## src/sv/fdmt_pkg.sv

```systemverilog
// ============================================================================
// fdmt_pkg: shared types and constants of the fan duty block
// Widths, register indexes, duty curve constants, controller/datapath structs.
// ============================================================================
`default_nettype none

package fdmt_pkg;

    localparam int MAX_SENSORS = 8;
    localparam int MAX_FANS    = 4;
    localparam int SENS_IDX_W  = $clog2(MAX_SENSORS);
    localparam int FAN_IDX_W   = $clog2(MAX_FANS);

    localparam int TEMP_W   = 16;
    localparam int PWM_W    = 16;
    localparam int DUTY_W   = 13;
    localparam int PROD_W   = DUTY_W + PWM_W;
    localparam int CFG_W    = 16;
    localparam int CFG_IDX_W = 3;

    typedef enum logic [CFG_IDX_W-1:0] {
        REG_SENSOR_COUNT = 3'd0,
        REG_FAN_COUNT    = 3'd1,
        REG_FAN0_MAX     = 3'd2,
        REG_FAN1_MAX     = 3'd3,
        REG_FAN2_MAX     = 3'd4,
        REG_FAN3_MAX     = 3'd5
    } t_reg_idx;

    localparam logic signed [TEMP_W-1:0] LOW_CUT  = 16'sd400;
    localparam logic signed [TEMP_W-1:0] HIGH_CUT = 16'sd1200;
    localparam logic [DUTY_W-1:0] DUTY_LOW  = 13'd1600;
    localparam logic [DUTY_W-1:0] DUTY_FULL = 13'd8000;

    // ceil(p/8000) = floor((p+7999)/64/125); 1/125 by reciprocal, 2^-31 scale
    localparam logic [PROD_W:0] ROUND_ADD = 30'd7999;
    localparam int              Z_W       = PROD_W + 1 - 6;
    localparam int              RECIP_W   = 25;
    localparam logic [RECIP_W-1:0] RECIP  = 25'd17179870;
    localparam int              RECIP_SH  = 31;

    typedef struct packed {
        logic store;
        logic clr_changed;
        logic scan_clr;
        logic scan_step;
        logic take_max;
        logic mul;
        logic rnd;
        logic emit;
    } t_dp_cmd;

    typedef struct packed {
        logic frame_go;
        logic scan_last;
        logic max_same;
        logic no_fans;
        logic fan_last;
        logic out_free;
    } t_dp_status;

endpackage

`default_nettype wire

```

## src/sv/fdmt_ifs.sv

```systemverilog
// ============================================================================
// fdmt_ifs: request channels of the fan duty block
// Sensor reading channel and fan pwm channel, valid/ready handshake.
// ============================================================================
`default_nettype none

interface fdmt_sensor_if;
    logic                    valid;
    logic                    ready;
    logic [2:0]              sensor_index;
    logic signed [15:0]      temperature;
    logic                    end_of_frame;

    modport source (output valid, sensor_index, temperature, end_of_frame, input ready);
    modport sink   (input valid, sensor_index, temperature, end_of_frame, output ready);
endinterface

interface fdmt_fan_if;
    logic        valid;
    logic        ready;
    logic [1:0]  fan_index;
    logic [15:0] pwm_value;
    logic        last_fan;

    modport source (output valid, fan_index, pwm_value, last_fan, input ready);
    modport sink   (input valid, fan_index, pwm_value, last_fan, output ready);
endinterface

`default_nettype wire

```

## src/sv/fdmt_datapath.sv

```systemverilog
// ============================================================================
// fdmt_datapath: sensor store, maximum scan, duty curve and pwm scaling
// Config registers, store with change flag, running max, multiply and
// reciprocal divide, output register.
// ============================================================================
`default_nettype none

module fdmt_datapath (
    input  wire                                  i_clk,
    input  wire                                  i_rst_n,
    input  wire                                  i_cfg_we,
    input  wire [fdmt_pkg::CFG_IDX_W-1:0]        i_cfg_idx,
    input  wire [fdmt_pkg::CFG_W-1:0]            i_cfg_data,
    input  wire [2:0]                            i_sensor_index,
    input  wire signed [fdmt_pkg::TEMP_W-1:0]    i_temperature,
    input  wire                                  i_end_of_frame,
    input  wire                                  i_out_ready,
    input  fdmt_pkg::t_dp_cmd                    i_cmd,
    output fdmt_pkg::t_dp_status                 o_status,
    output logic                                 o_out_valid,
    output logic [fdmt_pkg::FAN_IDX_W-1:0]       o_fan_index,
    output logic [fdmt_pkg::PWM_W-1:0]           o_pwm_value,
    output logic                                 o_last_fan
);

    logic [3:0]                              r_sensor_count;
    logic [2:0]                              r_fan_count;
    logic [fdmt_pkg::PWM_W-1:0]              r_max_pwm [fdmt_pkg::MAX_FANS];

    logic signed [fdmt_pkg::TEMP_W-1:0]      r_store [fdmt_pkg::MAX_SENSORS];
    logic                                    r_changed;
    logic signed [fdmt_pkg::TEMP_W-1:0]      r_cur_max;
    logic signed [fdmt_pkg::TEMP_W-1:0]      r_best;
    logic [fdmt_pkg::SENS_IDX_W-1:0]         r_scan_idx;
    logic [fdmt_pkg::FAN_IDX_W-1:0]          r_fan;
    logic [fdmt_pkg::DUTY_W-1:0]             r_duty;
    logic [fdmt_pkg::PROD_W-1:0]             r_prod;
    logic [fdmt_pkg::Z_W-1:0]                r_z;
    logic                                    r_out_valid;
    logic [fdmt_pkg::FAN_IDX_W-1:0]          r_out_fan;
    logic [fdmt_pkg::PWM_W-1:0]              r_out_pwm;
    logic                                    r_out_last;

    logic [3:0]                              n_sensors;
    logic [2:0]                              n_fans;
    logic                                    wr_hit;
    logic [fdmt_pkg::SENS_IDX_W-1:0]         wr_idx;
    logic signed [fdmt_pkg::TEMP_W-1:0]      scan_val;
    logic [13:0]                             duty_ramp;
    logic [fdmt_pkg::DUTY_W-1:0]             duty_new;
    logic [fdmt_pkg::PROD_W:0]               prod_rnd;
    logic [fdmt_pkg::Z_W+fdmt_pkg::RECIP_W-1:0] quot_full;
    logic                                    out_free;

    always_comb begin
        n_sensors = r_sensor_count;
        if (r_sensor_count == 4'd0) begin
            n_sensors = 4'd1;
        end else if (r_sensor_count > 4'(fdmt_pkg::MAX_SENSORS)) begin
            n_sensors = 4'(fdmt_pkg::MAX_SENSORS);
        end
        n_fans = (r_fan_count > 3'(fdmt_pkg::MAX_FANS)) ? 3'(fdmt_pkg::MAX_FANS) : r_fan_count;
    end

    assign wr_idx   = i_sensor_index[fdmt_pkg::SENS_IDX_W-1:0];
    assign wr_hit   = ({1'b0, i_sensor_index} < n_sensors) && (r_store[wr_idx] != i_temperature);
    assign scan_val = r_store[r_scan_idx];

    always_comb begin
        duty_ramp = {r_best[10:0], 3'b000} - 14'd1600;
        if (r_best <= fdmt_pkg::LOW_CUT) begin
            duty_new = fdmt_pkg::DUTY_LOW;
        end else if (r_best >= fdmt_pkg::HIGH_CUT) begin
            duty_new = fdmt_pkg::DUTY_FULL;
        end else begin
            duty_new = duty_ramp[fdmt_pkg::DUTY_W-1:0];
        end
    end

    assign prod_rnd  = {1'b0, r_prod} + fdmt_pkg::ROUND_ADD;
    assign quot_full = (fdmt_pkg::Z_W+fdmt_pkg::RECIP_W)'(r_z) *
                       (fdmt_pkg::Z_W+fdmt_pkg::RECIP_W)'(fdmt_pkg::RECIP);
    assign out_free  = !r_out_valid || i_out_ready;

    assign o_status.frame_go  = i_end_of_frame && (r_changed || wr_hit);
    assign o_status.scan_last = ({1'b0, r_scan_idx} == (n_sensors - 4'd1));
    assign o_status.max_same  = (r_best == r_cur_max);
    assign o_status.no_fans   = (n_fans == 3'd0);
    assign o_status.fan_last  = ({1'b0, r_fan} == (n_fans - 3'd1));
    assign o_status.out_free  = out_free;

    // configuration and control state
    always_ff @(posedge i_clk) begin
        if (!i_rst_n) begin
            r_sensor_count <= 4'd8;
            r_fan_count    <= 3'd4;
            for (int k = 0; k < fdmt_pkg::MAX_FANS; k++) begin
                r_max_pwm[k] <= 16'd255;
            end
            for (int k = 0; k < fdmt_pkg::MAX_SENSORS; k++) begin
                r_store[k] <= '0;
            end
            r_changed   <= 1'b0;
            r_cur_max   <= '0;
            r_out_valid <= 1'b0;
        end else begin
            if (i_cfg_we) begin
                case (i_cfg_idx)
                    fdmt_pkg::REG_SENSOR_COUNT: r_sensor_count <= i_cfg_data[3:0];
                    fdmt_pkg::REG_FAN_COUNT:    r_fan_count    <= i_cfg_data[2:0];
                    fdmt_pkg::REG_FAN0_MAX:     r_max_pwm[0]   <= i_cfg_data;
                    fdmt_pkg::REG_FAN1_MAX:     r_max_pwm[1]   <= i_cfg_data;
                    fdmt_pkg::REG_FAN2_MAX:     r_max_pwm[2]   <= i_cfg_data;
                    fdmt_pkg::REG_FAN3_MAX:     r_max_pwm[3]   <= i_cfg_data;
                    default: ;
                endcase
            end
            if (i_cmd.store && wr_hit) begin
                r_store[wr_idx] <= i_temperature;
            end
            if (i_cmd.clr_changed) begin
                r_changed <= 1'b0;
            end else if (i_cmd.store && wr_hit) begin
                r_changed <= 1'b1;
            end
            if (i_cmd.take_max) begin
                r_cur_max <= r_best;
            end
            if (i_cmd.emit) begin
                r_out_valid <= 1'b1;
            end else if (i_out_ready) begin
                r_out_valid <= 1'b0;
            end
        end
    end

    // payload
    always_ff @(posedge i_clk) begin
        if (i_cmd.scan_clr) begin
            r_scan_idx <= '0;
        end else if (i_cmd.scan_step) begin
            r_scan_idx <= r_scan_idx + 1'b1;
            if (r_scan_idx == '0 || scan_val > r_best) begin
                r_best <= scan_val;
            end
        end
        if (i_cmd.take_max) begin
            r_duty <= duty_new;
            r_fan  <= '0;
        end
        if (i_cmd.mul) begin
            r_prod <= fdmt_pkg::PROD_W'(r_duty) * fdmt_pkg::PROD_W'(r_max_pwm[r_fan]);
        end
        if (i_cmd.rnd) begin
            r_z <= prod_rnd[fdmt_pkg::PROD_W:6];
        end
        if (i_cmd.emit) begin
            r_out_fan  <= r_fan;
            r_out_pwm  <= quot_full[fdmt_pkg::RECIP_SH +: fdmt_pkg::PWM_W];
            r_out_last <= o_status.fan_last;
            r_fan      <= r_fan + 1'b1;
        end
    end

    assign o_out_valid = r_out_valid;
    assign o_fan_index = r_out_fan;
    assign o_pwm_value = r_out_pwm;
    assign o_last_fan  = r_out_last;

endmodule

`default_nettype wire

```

## src/sv/fdmt_ctrl.sv

```systemverilog
// ============================================================================
// fdmt_ctrl: sequencer of the fan duty block
// Accepts readings, runs the maximum scan, the change check and one
// multiply / round / emit pass per fan.
// ============================================================================
`default_nettype none

module fdmt_ctrl (
    input  wire                    i_clk,
    input  wire                    i_rst_n,
    input  wire                    i_in_valid,
    output logic                   o_in_ready,
    input  fdmt_pkg::t_dp_status   i_status,
    output fdmt_pkg::t_dp_cmd      o_cmd
);

    typedef enum logic [2:0] {
        S_IDLE,
        S_SCAN,
        S_CHECK,
        S_MUL,
        S_RND,
        S_EMIT
    } t_state;

    t_state r_state;
    t_state n_state;
    logic   r_in_ready;
    logic   accept;

    assign accept     = i_in_valid && r_in_ready;
    assign o_in_ready = r_in_ready;

    always_comb begin
        o_cmd   = '0;
        n_state = r_state;
        case (r_state)
            S_IDLE: begin
                if (accept) begin
                    o_cmd.store = 1'b1;
                    if (i_status.frame_go) begin
                        o_cmd.clr_changed = 1'b1;
                        o_cmd.scan_clr    = 1'b1;
                        n_state           = S_SCAN;
                    end
                end
            end
            S_SCAN: begin
                o_cmd.scan_step = 1'b1;
                if (i_status.scan_last) begin
                    n_state = S_CHECK;
                end
            end
            S_CHECK: begin
                if (i_status.max_same) begin
                    n_state = S_IDLE;
                end else begin
                    o_cmd.take_max = 1'b1;
                    n_state = i_status.no_fans ? S_IDLE : S_MUL;
                end
            end
            S_MUL: begin
                o_cmd.mul = 1'b1;
                n_state   = S_RND;
            end
            S_RND: begin
                o_cmd.rnd = 1'b1;
                n_state   = S_EMIT;
            end
            S_EMIT: begin
                if (i_status.out_free) begin
                    o_cmd.emit = 1'b1;
                    n_state    = i_status.fan_last ? S_IDLE : S_MUL;
                end
            end
            default: n_state = S_IDLE;
        endcase
    end

    always_ff @(posedge i_clk) begin
        if (!i_rst_n) begin
            r_state    <= S_IDLE;
            r_in_ready <= 1'b0;
        end else begin
            r_state    <= n_state;
            r_in_ready <= (n_state == S_IDLE);
        end
    end

    a_ready_idle: assert property (@(posedge i_clk) disable iff (!i_rst_n)
        r_in_ready |-> r_state == S_IDLE)
        else $error("ready outside idle");

    a_frame_blocks: assert property (@(posedge i_clk) disable iff (!i_rst_n)
        accept && i_status.frame_go |=> !r_in_ready && r_state == S_SCAN)
        else $error("frame end did not start scan");

    a_emit_free: assert property (@(posedge i_clk) disable iff (!i_rst_n)
        o_cmd.emit |-> i_status.out_free && r_state == S_EMIT)
        else $error("emit without free output");

endmodule

`default_nettype wire

```

## src/sv/fan_duty_from_max_temperature_core.sv

```systemverilog
// ============================================================================
// fan_duty_from_max_temperature_core: fan pwm from hottest sensor
// Sequence: a reading without frame end is stored; a frame end that changes
//   the maximum runs the scan of N sensors, the check, then a pass per fan.
// Throughput: one reading per cycle while idle; a frame end with changed
//   readings holds ready low for the scan and check, the fan passes and stalls.
// Reset (synchronous, active low): store, max, flags cleared; registers at
//   reset values; no clearing pass.
// ============================================================================
`default_nettype none

module fan_duty_from_max_temperature_core (
    input  wire                               i_clk,
    input  wire                               i_rst_n,
    input  wire                               i_cfg_we,
    input  wire [fdmt_pkg::CFG_IDX_W-1:0]     i_cfg_idx,
    input  wire [fdmt_pkg::CFG_W-1:0]         i_cfg_data,
    fdmt_sensor_if.sink                       i_sensor,
    fdmt_fan_if.source                        o_fan
);

    fdmt_pkg::t_dp_cmd    cmd;
    fdmt_pkg::t_dp_status status;

    fdmt_ctrl u_ctrl (
        .i_clk      (i_clk),
        .i_rst_n    (i_rst_n),
        .i_in_valid (i_sensor.valid),
        .o_in_ready (i_sensor.ready),
        .i_status   (status),
        .o_cmd      (cmd)
    );

    fdmt_datapath u_dp (
        .i_clk          (i_clk),
        .i_rst_n        (i_rst_n),
        .i_cfg_we       (i_cfg_we),
        .i_cfg_idx      (i_cfg_idx),
        .i_cfg_data     (i_cfg_data),
        .i_sensor_index (i_sensor.sensor_index),
        .i_temperature  (i_sensor.temperature),
        .i_end_of_frame (i_sensor.end_of_frame),
        .i_out_ready    (o_fan.ready),
        .i_cmd          (cmd),
        .o_status       (status),
        .o_out_valid    (o_fan.valid),
        .o_fan_index    (o_fan.fan_index),
        .o_pwm_value    (o_fan.pwm_value),
        .o_last_fan     (o_fan.last_fan)
    );

endmodule

`default_nettype wire
```

## src/flat_wrapper.sv

```systemverilog
// flat-port wrapper written by rule: the top's interface ports become plain ports
module fan_duty_from_max_temperature_core_flat 
  (i_clk, i_rst_n, i_cfg_we, i_cfg_idx, i_cfg_data, i_sensor_valid, i_sensor_sensor_index, i_sensor_temperature, i_sensor_end_of_frame, i_sensor_ready, o_fan_valid, o_fan_fan_index, o_fan_pwm_value, o_fan_last_fan, o_fan_ready);
  fdmt_sensor_if i_sensor_i ();
  fdmt_fan_if o_fan_i ();
  input  wire i_clk;
  input  wire i_rst_n;
  input  wire i_cfg_we;
  input  wire [fdmt_pkg::CFG_IDX_W-1:0] i_cfg_idx;
  input  wire [fdmt_pkg::CFG_W-1:0] i_cfg_data;
  input wire logic [$bits(i_sensor_i.valid)-1:0] i_sensor_valid;
  input wire logic [$bits(i_sensor_i.sensor_index)-1:0] i_sensor_sensor_index;
  input wire logic [$bits(i_sensor_i.temperature)-1:0] i_sensor_temperature;
  input wire logic [$bits(i_sensor_i.end_of_frame)-1:0] i_sensor_end_of_frame;
  output wire logic [$bits(i_sensor_i.ready)-1:0] i_sensor_ready;
  output wire logic [$bits(o_fan_i.valid)-1:0] o_fan_valid;
  output wire logic [$bits(o_fan_i.fan_index)-1:0] o_fan_fan_index;
  output wire logic [$bits(o_fan_i.pwm_value)-1:0] o_fan_pwm_value;
  output wire logic [$bits(o_fan_i.last_fan)-1:0] o_fan_last_fan;
  input wire logic [$bits(o_fan_i.ready)-1:0] o_fan_ready;
  assign i_sensor_i.valid = i_sensor_valid;
  assign i_sensor_i.sensor_index = i_sensor_sensor_index;
  assign i_sensor_i.temperature = i_sensor_temperature;
  assign i_sensor_i.end_of_frame = i_sensor_end_of_frame;
  assign i_sensor_ready = i_sensor_i.ready;
  assign o_fan_valid = o_fan_i.valid;
  assign o_fan_fan_index = o_fan_i.fan_index;
  assign o_fan_pwm_value = o_fan_i.pwm_value;
  assign o_fan_last_fan = o_fan_i.last_fan;
  assign o_fan_i.ready = o_fan_ready;
  fan_duty_from_max_temperature_core u_core (.i_clk(i_clk), .i_rst_n(i_rst_n), .i_cfg_we(i_cfg_we), .i_cfg_idx(i_cfg_idx), .i_cfg_data(i_cfg_data), .i_sensor(i_sensor_i), .o_fan(o_fan_i));
endmodule
```

## config.mk

```make
export PLATFORM = sky130hd
export DESIGN_NAME = fan_duty_from_max_temperature_core_flat
export DESIGN_NICKNAME = d
export VERILOG_FILES = /design/src/sv/fdmt_pkg.sv /design/src/sv/fdmt_ifs.sv /design/src/sv/fdmt_datapath.sv /design/src/sv/fdmt_ctrl.sv /design/src/sv/fan_duty_from_max_temperature_core.sv /design/src/flat_wrapper.sv
export SDC_FILE = /design/constraint.sdc
export NUM_CORES = 1
export LEC_CHECK = 0
export BUFFER_PORTS_ARGS = -buffer_cell sky130_fd_sc_hd__buf_2
export CAP_MARGIN = 20
export CORE_MARGIN = 2
export CORE_UTILIZATION = 40
export CTS_BUF_LIST = sky130_fd_sc_hd__clkbuf_4 sky130_fd_sc_hd__clkbuf_8
export DETAILED_ROUTE_END_ITERATION = 8
export HOLD_SLACK_MARGIN = 0.1
export PLACE_DENSITY = 0.67
export SKIP_CTS_REPAIR_TIMING = 1
export SYNTH_ARGS = -nofsm -noshare
export SYNTH_HDL_FRONTEND = slang
export SYNTH_SLANG_ARGS = --single-unit
export TNS_END_PERCENT = 20
```

## constraint.sdc

```tcl
create_clock -name i_clk -period 9.95 [get_ports i_clk]
set_clock_uncertainty 0.05 [all_clocks]
set_input_delay 1.4925 -clock i_clk [delete_from_list [all_inputs] [get_ports i_clk]]
set_output_delay 1.4925 -clock i_clk [all_outputs]
set_load 0.05 [all_outputs]
```

==> Word-level counts from Yosys, hierarchy flattened <==
Memory sizes are Yosys's and may differ from the RTL's. A register that Yosys moved wholly into a read port is not among the register bits.
Index checks and enable logic that the tools add are counted.
{ "op_classes": {"addsub": 6, "n_mul": 2, "n_lt_le_gt_ge": 6, "eq_ne": 14, "n_mux": 56, "bitwise": 6, "n_reduce_logical": 22} }
{ "op_table": {"columns": ["operator", "n"], "rows": [
  ["$mux W16", 5],
  ["$mul A24 B24 Y46 const B", 1],
  ["$add A29 B13 Y30 const B", 1],
  ["$mux W1", 30],
  ["$mux W3", 10],
  ["$mul A13 B16 Y29", 1],
  ["$pmux W3 S6", 1],
  ["$eq A16 B16 Y1", 1],
  ["$ge A16 B12 Y1 const B", 1],
  ["$gt A16 B16 Y1", 1],
  ["$le A16 B10 Y1 const B", 1],
  ["$ne A16 B16 Y1", 1],
  ["$reduce_or A16 Y1", 1],
  ["$logic_not A3 Y1", 5],
  ["$mux W2", 7],
  ["$mux W13", 1],
  ["$sub A13 B11 Y13 const B", 1],
  ["$eq A3 B2 Y1 const B", 4],
  ["$eq A3 B3 Y1 const B", 4],
  ["$mux W4", 2],
  ["$eq A3 B1 Y1 const B", 2],
  ["$eq A3 B4 Y1", 1],
  ["$gt A4 B4 Y1 const B", 1],
  ["$logic_and A1 B1 Y1", 4],
  ["other kinds (16)", 25]
]} }
{ "word_totals": {"register_bits": 135, "mem_bits_rw": 192, "in_bits": 44, "word_cells": 131, "n_memories": 2} }
{ "mem_list": {"columns": ["memory", "depth", "word_bits", "rd", "rd_clocked_by_memory_dff", "wr", "line", "text"], "rows": [
  ["u_core.u_dp.r_store", 8, 16, 2, 1, 8, "fdmt_datapath.sv:30", "logic signed [fdmt_pkg::TEMP_W-1:0] r_store [fdmt_pkg::MAX_SENSORS];"],
  ["u_core.u_dp.r_max_pwm", 4, 16, 1, 1, 4, "fdmt_datapath.sv:28", "logic [fdmt_pkg::PWM_W-1:0] r_max_pwm [fdmt_pkg::MAX_FANS];"]
]} }

==> Depth between registers and ports, before layout <==
{ "depth": {"word_depth": 16, "depth_mapped": 23} }

==> Hierarchy <==
From an unflattened synthesis, not the netlist that was laid out.
{ "unflattened": {"cells_unflattened": 2572, "area_unflattened_um2": 29256.8} }
{ "by_module_without_submodules": {"columns": ["module", "instances", "cells_each", "area_each_um2", "seq_area_each_um2"], "rows": [
  ["fdmt_datapath", 1, 2539, 28975.3, 9339.0],
  ["fdmt_ctrl", 1, 33, 281.5, 80.1]
]} }

==> Least setup slack after synthesis <==
Ideal clock, no wire load.
{ "synth_timing": {"path_kind": "flip-flop to flip-flop", "start": "reg (tool-made name)", "end": "reg u_core.u_dp.r_prod[27] in the netlist's numbering (data pin)", "setup_ps": 135, "arrival_ps": 6538, "path_slack_ps": 3227, "stages_incl_launch_ff": 21, "cell_sequence": "dfxtp_1 > clkbuf_1 > clkbuf_1 > mux4_2 > and2_1 > fa_1 > fa_1 > fa_1 > fa_1 > inv_1 > fa_1 > inv_1 > ha_1 > a21o_1 > a21o_1 > a21oi_1 > nand2_1 > o21ai_0 > o21ai_0 > or4_1 > nand3_1"} }
{ "synth_rtl": {"columns": ["element", "line", "text"], "rows": [
  ["to (signal assigned)", "fdmt_datapath.sv:152", "r_prod <= fdmt_pkg::PROD_W'(r_duty) * fdmt_pkg::PROD_W'(r_max_pwm[r_fan]);"],
  ["to (decl)", "fdmt_datapath.sv:37", "logic [fdmt_pkg::PROD_W-1:0] r_prod;"]
]} }

==> Worst setup path in the final report <==
{ "layout_timing": {"start": "reg u_core.u_dp.r_z[19] in the netlist's numbering", "end": "reg u_core.u_dp.r_out_pwm (netlist bit u_core.u_dp.o_pwm_value[15]) (data pin)"} }
{ "layout_between": {"elab_chain_cells": 1} }
{ "layout_rtl": {"columns": ["element", "line", "text"], "rows": [
  ["from (decl)", "fdmt_datapath.sv:38", "logic [fdmt_pkg::Z_W-1:0] r_z;"],
  ["from (signal assigned)", "fdmt_datapath.sv:155", "r_z <= prod_rnd[fdmt_pkg::PROD_W:6];"],
  ["$mul A24 B24 Y46", "fdmt_datapath.sv:81", "assign quot_full = (fdmt_pkg::Z_W+fdmt_pkg::RECIP_W)'(r_z) *"],
  ["net u_core.u_dp.quot_full, one bit", "fdmt_datapath.sv:52", "logic [fdmt_pkg::Z_W+fdmt_pkg::RECIP_W-1:0] quot_full;"],
  ["to (signal assigned)", "fdmt_datapath.sv:159", "r_out_pwm <= quot_full[fdmt_pkg::RECIP_SH +: fdmt_pkg::PWM_W];"],
  ["to (decl)", "fdmt_datapath.sv:41", "logic [fdmt_pkg::PWM_W-1:0] r_out_pwm;"]
]} }
The timed path passes the listed nets, and every way through them passes these cells.
A chain may end at the register's enable or synchronous reset.

==> reports/results.tsv <==
metric	value	unit
Mean Syn Cell Area	10.9	um2
Cell Rows	100	
crit path cell chain	fa_1 -> inv_1 -> fa_1 -> inv_1 -> ha_1 -> fa_1 -> fa_1 -> fa_1 -> inv_1 -> fa_1 -> inv_1 -> ha_1 -> and3_1 -> a221oi_1 -> o21ai_0 -> a21oi_1 -> o21ai_0 -> a221o_1 -> o311ai_0	
fin. max-slew vios	0	
crit-path max FO	11	
gr ovfl total	0	
# diodes	0	
share of async-settable or async-resettable flops after synthesis	0	%
Peak VDD IR	0.135	mV
final hold vios	0	
Worst Hold Launch	u_core.u_dp.r_cur_max[11]	
worst setup path end	u_core.u_dp.o_pwm_value[15]	
Combinational Power Share	33.8	%
Reg2Reg Setup Slack	2.95	ns
clock root buffer	clkbuf_8	
CTS buffer count	55	
R2R cell count	19	
Leak	14.4	nW
post-synthesis sequential area ratio	31.6	%
max-cap violation count	0	
CTS clk-pin slew, worst paths	0.06	ns
Die Area	0.0766	mm2
Fmax	143	MHz
Slowest-stage cell, CP	edfxtp_1	
first-pass GRT wire length	107	mm
layout cell share with drive strength beyond 1	10.7	%
Reg power frac	35.8	%
Die Y	277	um
# IOs	65	
Synth Register Bits	326	
Max-slew headroom	35.9	%
Core ar.	0.0741	mm2
drt drc	0	
# H-tree levels	2	
post-synthesis cell count	2720	
Synth Warn #	0	
RSZ-0062 raised after global routing	false	
Final GP Congestion	0.851	
met2 Use GR	28.9	%
vias	19400	
Syn Nets	3401	
nets	3462	
area of the multi-input gates	0.0180	mm2
clk sinks	326	
antenna violations before repair	1	
total routing usage reported by global routing	17.3	%
setup tns final	0	ns
Area Overhead vs Synth	9.13	%
synthesized area	0.0298	mm2
WL/cell	17.1	um
TritonRoute pass-1 iters	5	
Tcrit/Tclk final	70.3	%
clock insertion delay at the later pin of the skew report	0.70	ns
via count of the first global-routing pass	20500	
Longest Clk Path Bufs	3	
ys flop type	edfxtp_1	
Max stage delay on crit path	0.62	ns
Iteration-0 DRC Markers	1160	
endpoints failing setup	0	
Worst setup SP type	register	
worst flop-to-flop path endpoint	u_core.u_dp.o_pwm_value[15]	
FF-to-FF Start	u_core.u_dp.r_z[19]	
chip width	277	um
post-DP HPWL	47.9	mm
Most common cell on crit path	fa_1	
# port buffers	64	
beginning of the critical path	u_core.u_dp.r_z[19]	
HP Class	reg -> reg	
Detail Route Antenna Nets	0	
grt peak-use layer	met2	
fill count	6987	
crit end category	register	
CTS tree	done	
met3 Resource Use GR	2.54	%
Req. time, crit path	10.35	ns
met1 usage	23.5	%
status	finished, final reports clean	
Post-Route WL	64.9	mm
Layout Utilization	43.9	%
register area	0.00942	mm2
P_int	3.13	mW
Sw Pwr	1.49	mW
post-route minimum period	7.00	ns
Slew @ Worst Pin	0.962	ns
Initial Utilization	40.2	%
pwr dens	142	mW/mm2
crit path DAT	7.39	ns
post-synth cell types	74	
Post-synth EDFFs	289	
Clk network pwr share	30.4	%
Sw Share	32.3	%
Vias/cell	5.13	
largest net degree at the start of global routing	69	
Setup CP Type	reg -> reg	
[layer usage]
metal | routed length [um] | vias to the layer above
met3 | 3410 | 100
met1 | 29300 | 9590
met4 | 1400 | 2
met2 | 30700 | 440
li1 | - | 9316
met5 | 20 | -
[power groups by stage]
stage               Clock [mW]  Sequential [mW]  Combinational, mW
floorplan                    0             1.67               1.23
global placement             0             1.68               1.56
detailed placement           0             1.68               1.57
CTS                       1.44             1.65               1.58
global route              1.49             1.66               1.79
finish                    1.40             1.65               1.56
[per-stage QoR]
stage	instances	hold slack (ns)	power, mW	worst slack (ns)	area, um2
after floorplan	2720	0.406	2.90	3.23	29800
after global placement	3690	0.413	3.24	2.97	31100
after detailed placement	3692	0.420	3.25	2.93	31200
after CTS	3792	0.429	4.67	2.94	32500
after global routing	3793	0.460	4.94	2.55	32500
final	3793	0.426	4.62	2.95	32500
[worst max-delay path: cells and delay by family (launching register included)]
| kind | cells | cell delay (ns) |
|---|---|---|
| adder cells (fa/ha/maj) | 8 | 3.75 |
| AND/OR/NAND/NOR | 1 | 0.22 |
| buffers and inverters | 4 | 0.18 |
| flip-flops | 1 | 0.62 |
| AO/OA/AOI/OAI | 6 | 1.95 |
[cell type report]
class | count | area share [%]
Inverter | 545 | 6.30
Multi-Input combinational cell | 1762 | 55.3
Clock buffer | 75 | 2.87
Clock inverter | 25 | 1.11
Tap cell | 969 | 3.73
Sequential cell | 326 | 29.0
Timing Repair Buffer | 91 | 1.74
[cells by family after synthesis]
family	share of synthesized area, %
muxes	6.25
xor gates and xnor gates	2.85
AOI/OAI and AO/OA	5.98
and+or+nand+nor	11.1
buffers and inverters	8.17
adders and majority gates	34.0
DFF	31.6
[synthesized netlist by cell type, types with 24 or more instances]
library cell,instances,area share (%)
inv_1,528,6.7
ha_1,351,15
edfxtp_1,289,29
fa_1,286,19
nand2_1,174,2.2
nor3_1,145,2.4
and2_1,110,2.3
xnor2_1,73,2.1
a21oi_1,61,1.0
o21ai_0,52,0.87
clkbuf_1,50,0.63
mux4_2,49,3.7
nor2_1,46,0.58
mux2_2,44,1.7
dfxtp_1,37,2.5
nand3_1,32,0.54
or3_1,30,0.63
nor2b_1,28,0.59
mux2i_1,24,0.81
xor2_1,24,0.71
[state kept, by name, indices dropped and copies added (netlist names), 4 cells and up, named ones only]
signal / cells
u_core.u_dp.r_z: 24
u_core.u_dp.r_duty: 10
u_core.u_dp.r_store: 128
u_core.u_dp.r_max_pwm: 64
u_core.u_dp.r_best: 16
u_core.u_dp.r_sensor_count: 4
u_core.u_dp.r_cur_max: 16
u_core.u_dp.r_prod: 26
u_core.u_dp.o_pwm_value: 16
[worst min-delay path by stage]
| stage | end | slack (ns) | cells after the start |
|---|---|---|---|
| finish | u_core.u_dp.r_cur_max[11] | 0.43 | 2 |
| global route | u_core.u_dp.r_cur_max[3] | 0.46 | 2 |
| CTS | u_core.u_dp.r_cur_max[5] | 0.43 | 2 |
| detailed placement | u_core.u_dp.r_cur_max[5] | 0.42 | 2 |
| global placement | u_core.u_dp.r_cur_max[14] | 0.41 | 2 |
| floorplan | u_core.u_dp.r_cur_max[15] | 0.41 | 2 |
[cell usage in the layout (no fill, tap or decap), types with 59 or more instances in the layout]
master    Yosys  layout
edfxtp_1    289     289
clkbuf_8      0      59
xnor2_1      73      73
nor3_1      145     145
nand2_1     174     174
buf_2        18      64
a21oi_1      61      61
ha_1        351     351
fa_1        286     286
and2_1      110     110
inv_1       528     528
Power figures use the tool's default switching activity.
